File: src/rtl/rhc_div.sv
// Pipelined restoring divider, one quotient bit per register stage.
// Standalone; used by rgb_to_hsv_hsl_cmyk_converter_core.
module rhc_div #(
   parameter int NW = 26,
   parameter int DW = 10,
   parameter int QW = 17
) (
   input  logic          clock,
   input  logic [NW-1:0] num_i,
   input  logic [DW-1:0] den_i,
   output logic [QW-1:0] quo_o
);

   logic [DW-1:0] rem_ff [NW];
   logic [NW-1:0] nrest_ff [NW];
   logic [DW-1:0] den_ff [NW];
   logic [QW-1:0] quo_ff [NW];

   for (genvar k = 0; k < NW; k++) begin : g_stage
      logic [DW-1:0] rp;
      logic [NW-1:0] np;
      logic [DW-1:0] dp;
      logic [QW-1:0] qp;
      logic [DW:0]   trial;
      logic          ge;
      logic [DW:0]   diff;
      logic [DW-1:0] rem_in;
      logic [NW-1:0] nrest_in;
      logic [QW-1:0] quo_in;

      if (k == 0) begin : g_first
         assign rp = '0;
         assign np = num_i;
         assign dp = den_i;
         assign qp = '0;
      end else begin : g_next
         assign rp = rem_ff[k-1];
         assign np = nrest_ff[k-1];
         assign dp = den_ff[k-1];
         assign qp = quo_ff[k-1];
      end

      always_comb begin
         trial    = {rp, np[NW-1]};
         ge       = (trial >= {1'b0, dp});
         diff     = trial - {1'b0, dp};
         rem_in   = ge ? diff[DW-1:0] : trial[DW-1:0];
         nrest_in = {np[NW-2:0], 1'b0};
         quo_in   = {qp[QW-2:0], ge};
      end

      always_ff @(posedge clock) begin
         rem_ff[k]   <= rem_in;
         nrest_ff[k] <= nrest_in;
         den_ff[k]   <= dp;
         quo_ff[k]   <= quo_in;
      end
   end

   assign quo_o = quo_ff[NW-1];

endmodule

File: config.mk
export PLATFORM = sky130hd
export DESIGN_NAME = rhc_div
export DESIGN_NICKNAME = d
export VERILOG_FILES = /design/src/rtl/rhc_div.sv
export SDC_FILE = /design/constraint.sdc
export NUM_CORES = 1
export LEC_CHECK = 0
export ABC_AREA = 1
export BUFFER_PORTS_ARGS = -buffer_cell sky130_fd_sc_hd__buf_2
export CAP_MARGIN = 20
export CORE_UTILIZATION = 35
export DETAILED_ROUTE_END_ITERATION = 10
export HOLD_SLACK_MARGIN = 0.12
export PLACE_DENSITY_LB_ADDON = 0.25
export SYNTH_ARGS = -nofsm -noshare
export SYNTH_HDL_FRONTEND = slang
export SYNTH_SLANG_ARGS = --single-unit
export TNS_END_PERCENT = 5
File: constraint.sdc
create_clock -name clock -period 1.9 [get_ports clock]
set_input_delay 0 -clock clock [delete_from_list [all_inputs] [get_ports clock]]
set_output_delay 0 -clock clock [all_outputs]
set_load 0.01 [all_outputs]
Word-level counts from Yosys, hierarchy flattened
Memories as Yosys holds them, arrays and structs flattened.
Index checks and enable logic that the tools add are counted.
- RAM bits: 1612
- word-level logic and storage cells: 82
- memories: 4
- output and inout bits: 17
- register bits: 0
- input bits: 37
- $lt $le $gt $ge: 26
- $add $sub $neg: 26
- multiplexer cells: 26
- memories (name ; depth ; bits a word ; rd ports ; clocked after memory_dff ; wr ports ; line ; source):
    nrest_ff ; 26 ; 25 ; 25 ; 0 ; 26 ; 15 ; logic [NW-1:0] nrest_ff [NW];
    quo_ff ; 26 ; 17 ; 26 ; 0 ; 26 ; 17 ; logic [QW-1:0] quo_ff [NW];
    den_ff ; 26 ; 10 ; 25 ; 0 ; 26 ; 16 ; logic [DW-1:0] den_ff [NW];
    rem_ff ; 26 ; 10 ; 25 ; 0 ; 26 ; 14 ; logic [DW-1:0] rem_ff [NW];
- operator list (kind ; count):
    11-bit by 10-bit >= comparator with 1-bit output ; 25
    10-bit two-way mux ; 26
    10-bit subtractor ; 25
    1-bit by 10-bit >= comparator with 1-bit output ; 1
    1-bit by 10-bit subtractor with 10-bit output ; 1

Depth between registers and ports, before layout
Gate-level depths: netlist of run 1.
An unclocked memory read counts as a cell.
- depth after elaboration: 3
- mapped depth: 13
- mapped depth without buffers: 13

Worst setup path after synthesis of run 1
OpenSTA, ideal clock, no wires.
- path type: flip-flop to flip-flop
- start: memory den_ff[13][5]
- end: memory rem_ff[14][9], in the netlist rem_ff[7][9]
- clock period less this slack: 1545 ps
- data required time: 1787 ps
- setup time: 113 ps
- buffers on the path: 1
- setup slack: 355 ps
- cell stages (with the launch flop): 12
- data arrival time: 1432 ps
- path through: dfxtp_1 -> inv_1 -> ha_1 -> nand2_1 -> inv_1 -> a21oi_1 -> nand2_2 -> nand2_2 -> nand2_4 -> buf_6 -> nand3_1 -> nand2_1
- RTL lines (element ; line):
    start: declaration ; 16
    end: declaration ; 14

==> results.tsv, run 1 <==
metric	value	unit
gp_congestion	0.8661	
ir_drop	0.7299	mV
fin_cells	6127	
p_switching	0.02660	W
syn_to_final_growth	19.13	%
final_common_cell	nand2_1	
dieArea	108600	sq um
p_sw_frac	0.3543	
worstSetupPathType	register to register	
fmax	560.2	MHz
yosys.area_share.xor_xnor	0.01702	
gr-total-overflow	0	
htreeDepth	3	
fin_crit_sh	0.9395	
ant_nets	0	
yosys-top-cells-area	dfxtp_1 52%, nand2_1 13%, ha_1 8.4%	
utilization	0.4227	
nNetsFinal	4961	
rsz0062_at_grt	true	
drt-initial-drc-count	1291	
setup_viol	0	
rr_worst_depth	11	
status	complete, no violations	
tightest_slew	0.5345	ns
dp.cells	5849	
synthAdderAreaFrac	0.09674	
internal_power	0.04848	W
min_path_type	input pin to register	
drc	0	
p_per_area	1678	nW/um^2
antenna_found_initial	1	
drv_slew	0	
worstPathRequired	2.51	ns
wire_per_inst	12.24	um
firstDrtPassIters	7	
hold_viol	0	
fp.dieW	329.6	um
synth_cell_types	34	
synthMuxAreaShare	0	
share_comb_of_total_power	0.349	
cts-root-buf	clkbuf_16	
vias_per_cell	4.265	
synthesis.area	37560	sq um
numCtsBuffers	104	
crit_path_max_fanout	12	
core-area	105900	sq um
skew	0.03486	ns
grtUsageTotal	0.1406	
yosysTopAreaCell	dfxtp_1	
drive_above_1_share	0.1334	
synthCells	4365	
cts_tree	done	
slew_headroom	0.6409	
io_buffers	53	
grt_pass1_wl	125.2	mm
seq_power_share	0.369	
grt_max_degree	17	
reg2reg_setup_slack	0.12	ns
antenna_cells	0	
endpoint	rem_ff[11][15]	
dp_hpwl	56.54	mm
synth_top_family_by_area	simple AND/OR/NAND/NOR gates	
row_count	119	
nFillCells	10380	
finalSetupTns	0	ns
synth-simple-area-share	0.2562	
min_period	1.785	ns
yosysSeqAreaShare	0.5213	
ios	54	
p_leak	22.58	nW
routed_wl	75.01	mm
holdWs	0.2113	ns
mostFrequentLayoutCells	1,330 x nand2_1, 959 x dfxtp_1, 682 x inv_1, 232 x nand3_1, 213 x ha_1	
synth.top_cell.area_share	0.5213	
synthesis.nets	4678	
clk_latency	0.68	ns
worstPathArrival	2.40	ns
cts_buffer_depth	3	
synth_compound_area_frac	0.02861	
pwr-share-clk	0.283	
via_count	26130	
synth_warnings	0	
startpoint_type	register	
die_h	329.6	um
cts_sinks	978	
synth_seq_cells	978	
grt_pass1_vias	25620	
synth_area_per_cell	8.605	sq um
initial_core_util	0.3548	
startpoint	den_ff[22][6]	
reg2reg_from	den_ff[22][6]	
clkTransAtPathRegs	0.06	ns
endpoint_kind	register	
cap_violations	0	
r2r_end	rem_ff[11][15]	
==> registers in the layout (all words and copies together) (netlist names) <==
name,flops
nrest_ff,325
den_ff,250
rem_ff,250
quo_ff,153
==> how the worst min path moves through the flow <==
stage / startpoint / to / slack [ns] / cells past startpoint
2_1_floorplan: den_i[0] / den_ff[0][0] / 0.03 / 0
3_3_place_gp: num_i[4] / nrest_ff[0][4] / 0.10 / 1
3_5_place_dp: num_i[6] / nrest_ff[0][6] / 0.10 / 1
4_1_cts: den_i[4] / rem_ff[0][6] / 0.12 / 4
5_1_grt: den_i[4] / rem_ff[0][6] / 0.21 / 4
6_report: den_i[4] / rem_ff[0][6] / 0.21 / 4
==> power by group through the flow <==
stage                     logic, W  clock network [W]  registers [W]
after global placement      0.0248                  0         0.0282
final                       0.0262             0.0212         0.0277
after CTS                   0.0254             0.0220         0.0277
after detailed placement    0.0249                  0         0.0281
after global routing        0.0302             0.0228         0.0282
after floorplan             0.0196                  0         0.0272
==> what timing repair did <==
action	in CTS	in global routing
hold buffers	72	0
endpoints found under the hold margin	45	0
pin swaps	1	15
buffers inserted	3	8
endpoints found under the setup margin	53	221
gates resized for setup	8	105
cloned	0	1
==> logic make-up (layout without fill, tap and decap cells) <==
| kind of cell | after synthesis | after routing |
|---|---|---|
| buffers and inverters | 750 | 1120 |
| and+or+nand+nor | 2092 | 2093 |
| DFF | 978 | 978 |
| xor gates and xnor gates | 73 | 73 |
| AOI/OAI and AO/OA | 196 | 196 |
| adders and majority gates | 276 | 276 |
==> routing by layer <==
metal	vias to the layer above	wire [um]	GRT usage
li1	14130	-	-
met1	11510	38060	0.1947
met2	388	32090	0.2200
met3	101	3163	0.02499
met4	0	1695	0.04720
met5	-	0	0
==> worst max-delay path: stages (launching register included) <==
cell	delay [ns]
dfxtp_1	0.38
inv_1	0.09
ha_4	0.30
nand2_2	0.07
nor2_1	0.14
nand3_2	0.11
nand2_2	0.08
nand2_1	0.08
nand2_4	0.17
buf_4	0.16
nand3_2	0.05
nand2_1	0.08
==> final cells by class <==
| type | count | area, sq um | share of cell area |
|---|---|---|---|
| clock buffers | 137 | 2908 | 0.06498 |
| clock inverters | 57 | 777.0 | 0.01736 |
| inverters | 726 | 2755 | 0.06157 |
| multi-input cells | 2638 | 15350 | 0.3431 |
| flip-flops and latches | 978 | 19600 | 0.4381 |
| well taps | 1391 | 1740 | 0.03889 |
| repair buffers | 200 | 1612 | 0.03601 |
==> synth_stat cells <==
master / n
inv_1: 682
nand3b_1: 51
nand3_2: 85
fa_1: 24
and2_1: 19
or2_0: 3
nand2_2: 50
o21bai_1: 7
xnor2_1: 1
xor2_1: 72
nand2_4: 10
nand3_1: 233
dfxtp_1: 978
buf_6: 21
nor2_2: 12
o21a_1: 17
o21ai_0: 19
o21ai_1: 45
nand2_1: 1337
buf_8: 2
nor2_1: 170
a21oi_1: 99
or2_1: 9
or2_2: 15
nand4_1: 69
buf_12: 1
nand4_4: 9
inv_2: 44
nor3_1: 8
a21oi_2: 9
ha_1: 252
and3b_1: 2
nor2_4: 7
nor4_1: 3
==> through the flow <==
stage	area, sq um	worst slack (ns)	total power (W)
2_1_floorplan	37560	0.3549	0.04680
3_3_place_gp	39800	-0.1638	0.05300
3_5_place_dp	39800	-0.1409	0.05304
4_1_cts	44290	0.02115	0.07511
5_1_grt	44750	-0.03782	0.08124
6_report	44750	0.1150	0.07508
No activity file was read; power rests on OpenSTA's default activity.
==> run 2, diff against run 1 <==
Settings changed: CORE_ASPECT_RATIO from default to 1.75.
==> results.tsv, run 2 (synthesized netlist as in run 1, its figures left out) <==
metric	value	unit
p_per_area	1642	nW/um^2
worstPathArrival	2.40	ns
syn_to_final_growth	19.95	%
startpoint_type	register	
hold_viol	0	
min_period	1.817	ns
met1Wirelength	28.00	mm
fp.dieW	249.6	um
rsz0062_at_grt	true	
skew	0.02475	ns
highest_layer	met4	
setup_viol	0	
initial_core_util	0.3538	
drive_above_1_share	0.1485	
die_h	435.4	um
htreeDepth	3	
nFillCells	10400	
fin_crit_sh	0.9562	
utilization	0.4244	
grt_pass1_wl	132.4	mm
dieArea	108700	sq um
mostFrequentLayoutCells	1,327 x nand2_1, 971 x dfxtp_1, 681 x inv_1, 231 x nand3_1, 219 x ha_1	
firstDrtPassIters	5	
slew_headroom	0.6296	
ios	54	
worstPathRequired	2.48	ns
cts_buffer_depth	3	
worstSetupPathType	register to register	
largest_register_ffs	325	
regMostFlops	nrest_ff	
tightest_slew	0.5513	ns
clkTransAtPathRegs	0.07	ns
vias_per_cell	4.382	
routed_wl	82.34	mm
drt-initial-drc-count	800	
cts_tree	done	
cts_sinks	978	
min_path_type	input pin to register	
cts-root-buf	clkbuf_16	
wl_met2	47.75	mm
via_count	27090	
fmax	550.4	MHz
core-area	106200	sq um
endpoint_kind	register	
total_power	0.07397	W
wire_per_inst	13.32	um
numCtsBuffers	93	
grt_max_degree	17	
cap_violations	0	
ir_drop	0.7909	mV
drc	0	
antenna_found_initial	0	
io_buffers	53	
row_count	158	
multi_input_area	15360	sq um
p_leak	22.89	nW
crit_path_max_fanout	10	
status	complete, no violations	
wl_met3	1.988	mm
ant_nets	0	
gr-total-overflow	0	
final_common_cell	nand2_1	
grtUsageTotal	0.1524	
nNetsFinal	5060	
clk_latency	0.68	ns
drv_slew	0	
gp_congestion	0.9157	
regArea	19590	sq um
grt_pass1_vias	28010	
dp_hpwl	64.64	mm
top_regs	nrest_ff (325), den_ff (250), rem_ff (250)	
-- run 2: cell count changes in the layout (fill, tap and decap cells not counted), sizes merged --
cell / delta
clkinvlp: +4
clkbuf: -21
clkinv: +1
nand4: +1
bufinv: -6
buf: +109
inv: -2
diode: +1
-- run 2: per-layer routing --
layer  up-vias  track usage
met1     12200       0.1287
met3       235      0.01977
met5         -            0
met2       362       0.3229
met4         0      0.09249
li1      14290            -
-- run 2: worst max-delay path, cell delays in order (launching register included) --
cell,delay [ns]
dfxtp_1,0.35
inv_1,0.05
ha_1,0.38
nand2_1,0.07
nor2_1,0.20
nand3_2,0.15
nand4_4,0.13
buf_4,0.18
nand2_1,0.06
o21ai_1,0.14
-- run 2: worst paths after layout --
| path | from | to | cells after the start | slack [ns] |
|---|---|---|---|---|
| max | den_ff[3][2] | rem_ff[2][2] | 9 | 0.08 |
| min | den_i[0] | rem_ff[0][0] | 4 | 0.23 |
| max reg2reg | den_ff[3][2] | rem_ff[2][2] | 9 | 0.08 |
| min reg2reg | nrest_ff[4][45] | nrest_ff[5][21] | 0 | 0.30 |
-- run 2: layout make-up --
type                            count  share of cell area
Tap cell                         1360             0.03777
Timing Repair Buffer              309             0.05365
Inverter                          726             0.06087
Clock buffer                      116             0.05782
Sequential cell                   978              0.4348
Clock inverter                     54             0.01405
Antenna cell                        1          0.00005554
Multi-Input combinational cell   2639              0.3410
-- run 2: stage by stage --
stage               setup TNS [ns]  hold slack (ns)  instances  setup WS, ns  cell area [sq um]
detailed placement         -0.2879           0.1036       5930      -0.04127              40590
global route               -0.1410           0.2521       6182      -0.02723              45050
finish                           0           0.2318       6183       0.08328              45050
floorplan                        0          0.02772       4365        0.3549              37560
CTS                              0           0.1768       6172      0.003706              44560
global placement         -0.007913           0.1023       5930     -0.003839              40590
-- run 2: what timing repair did --
action                                 CTS  global route
setup endpoints to repair               17           193
setup buffers                            0             8
cloned                                   0             2
hold buffers                            72             0
pin swaps                                0             9
resized for setup                        4            92
endpoints found under the hold margin   45             0
-- run 2: report_power, final --
| part | leakage (nW) | switching (W) | total, W | internal [W] |
|---|---|---|---|---|
| logic | 13.1 | 0.0162 | 0.0271 | 0.0109 |
| registers | 8.23 | 0.00237 | 0.0276 | 0.0253 |
| clock network | 1.58 | 0.00813 | 0.0192 | 0.0111 |
| total | 22.9 | 0.0267 | 0.0740 | 0.0473 |
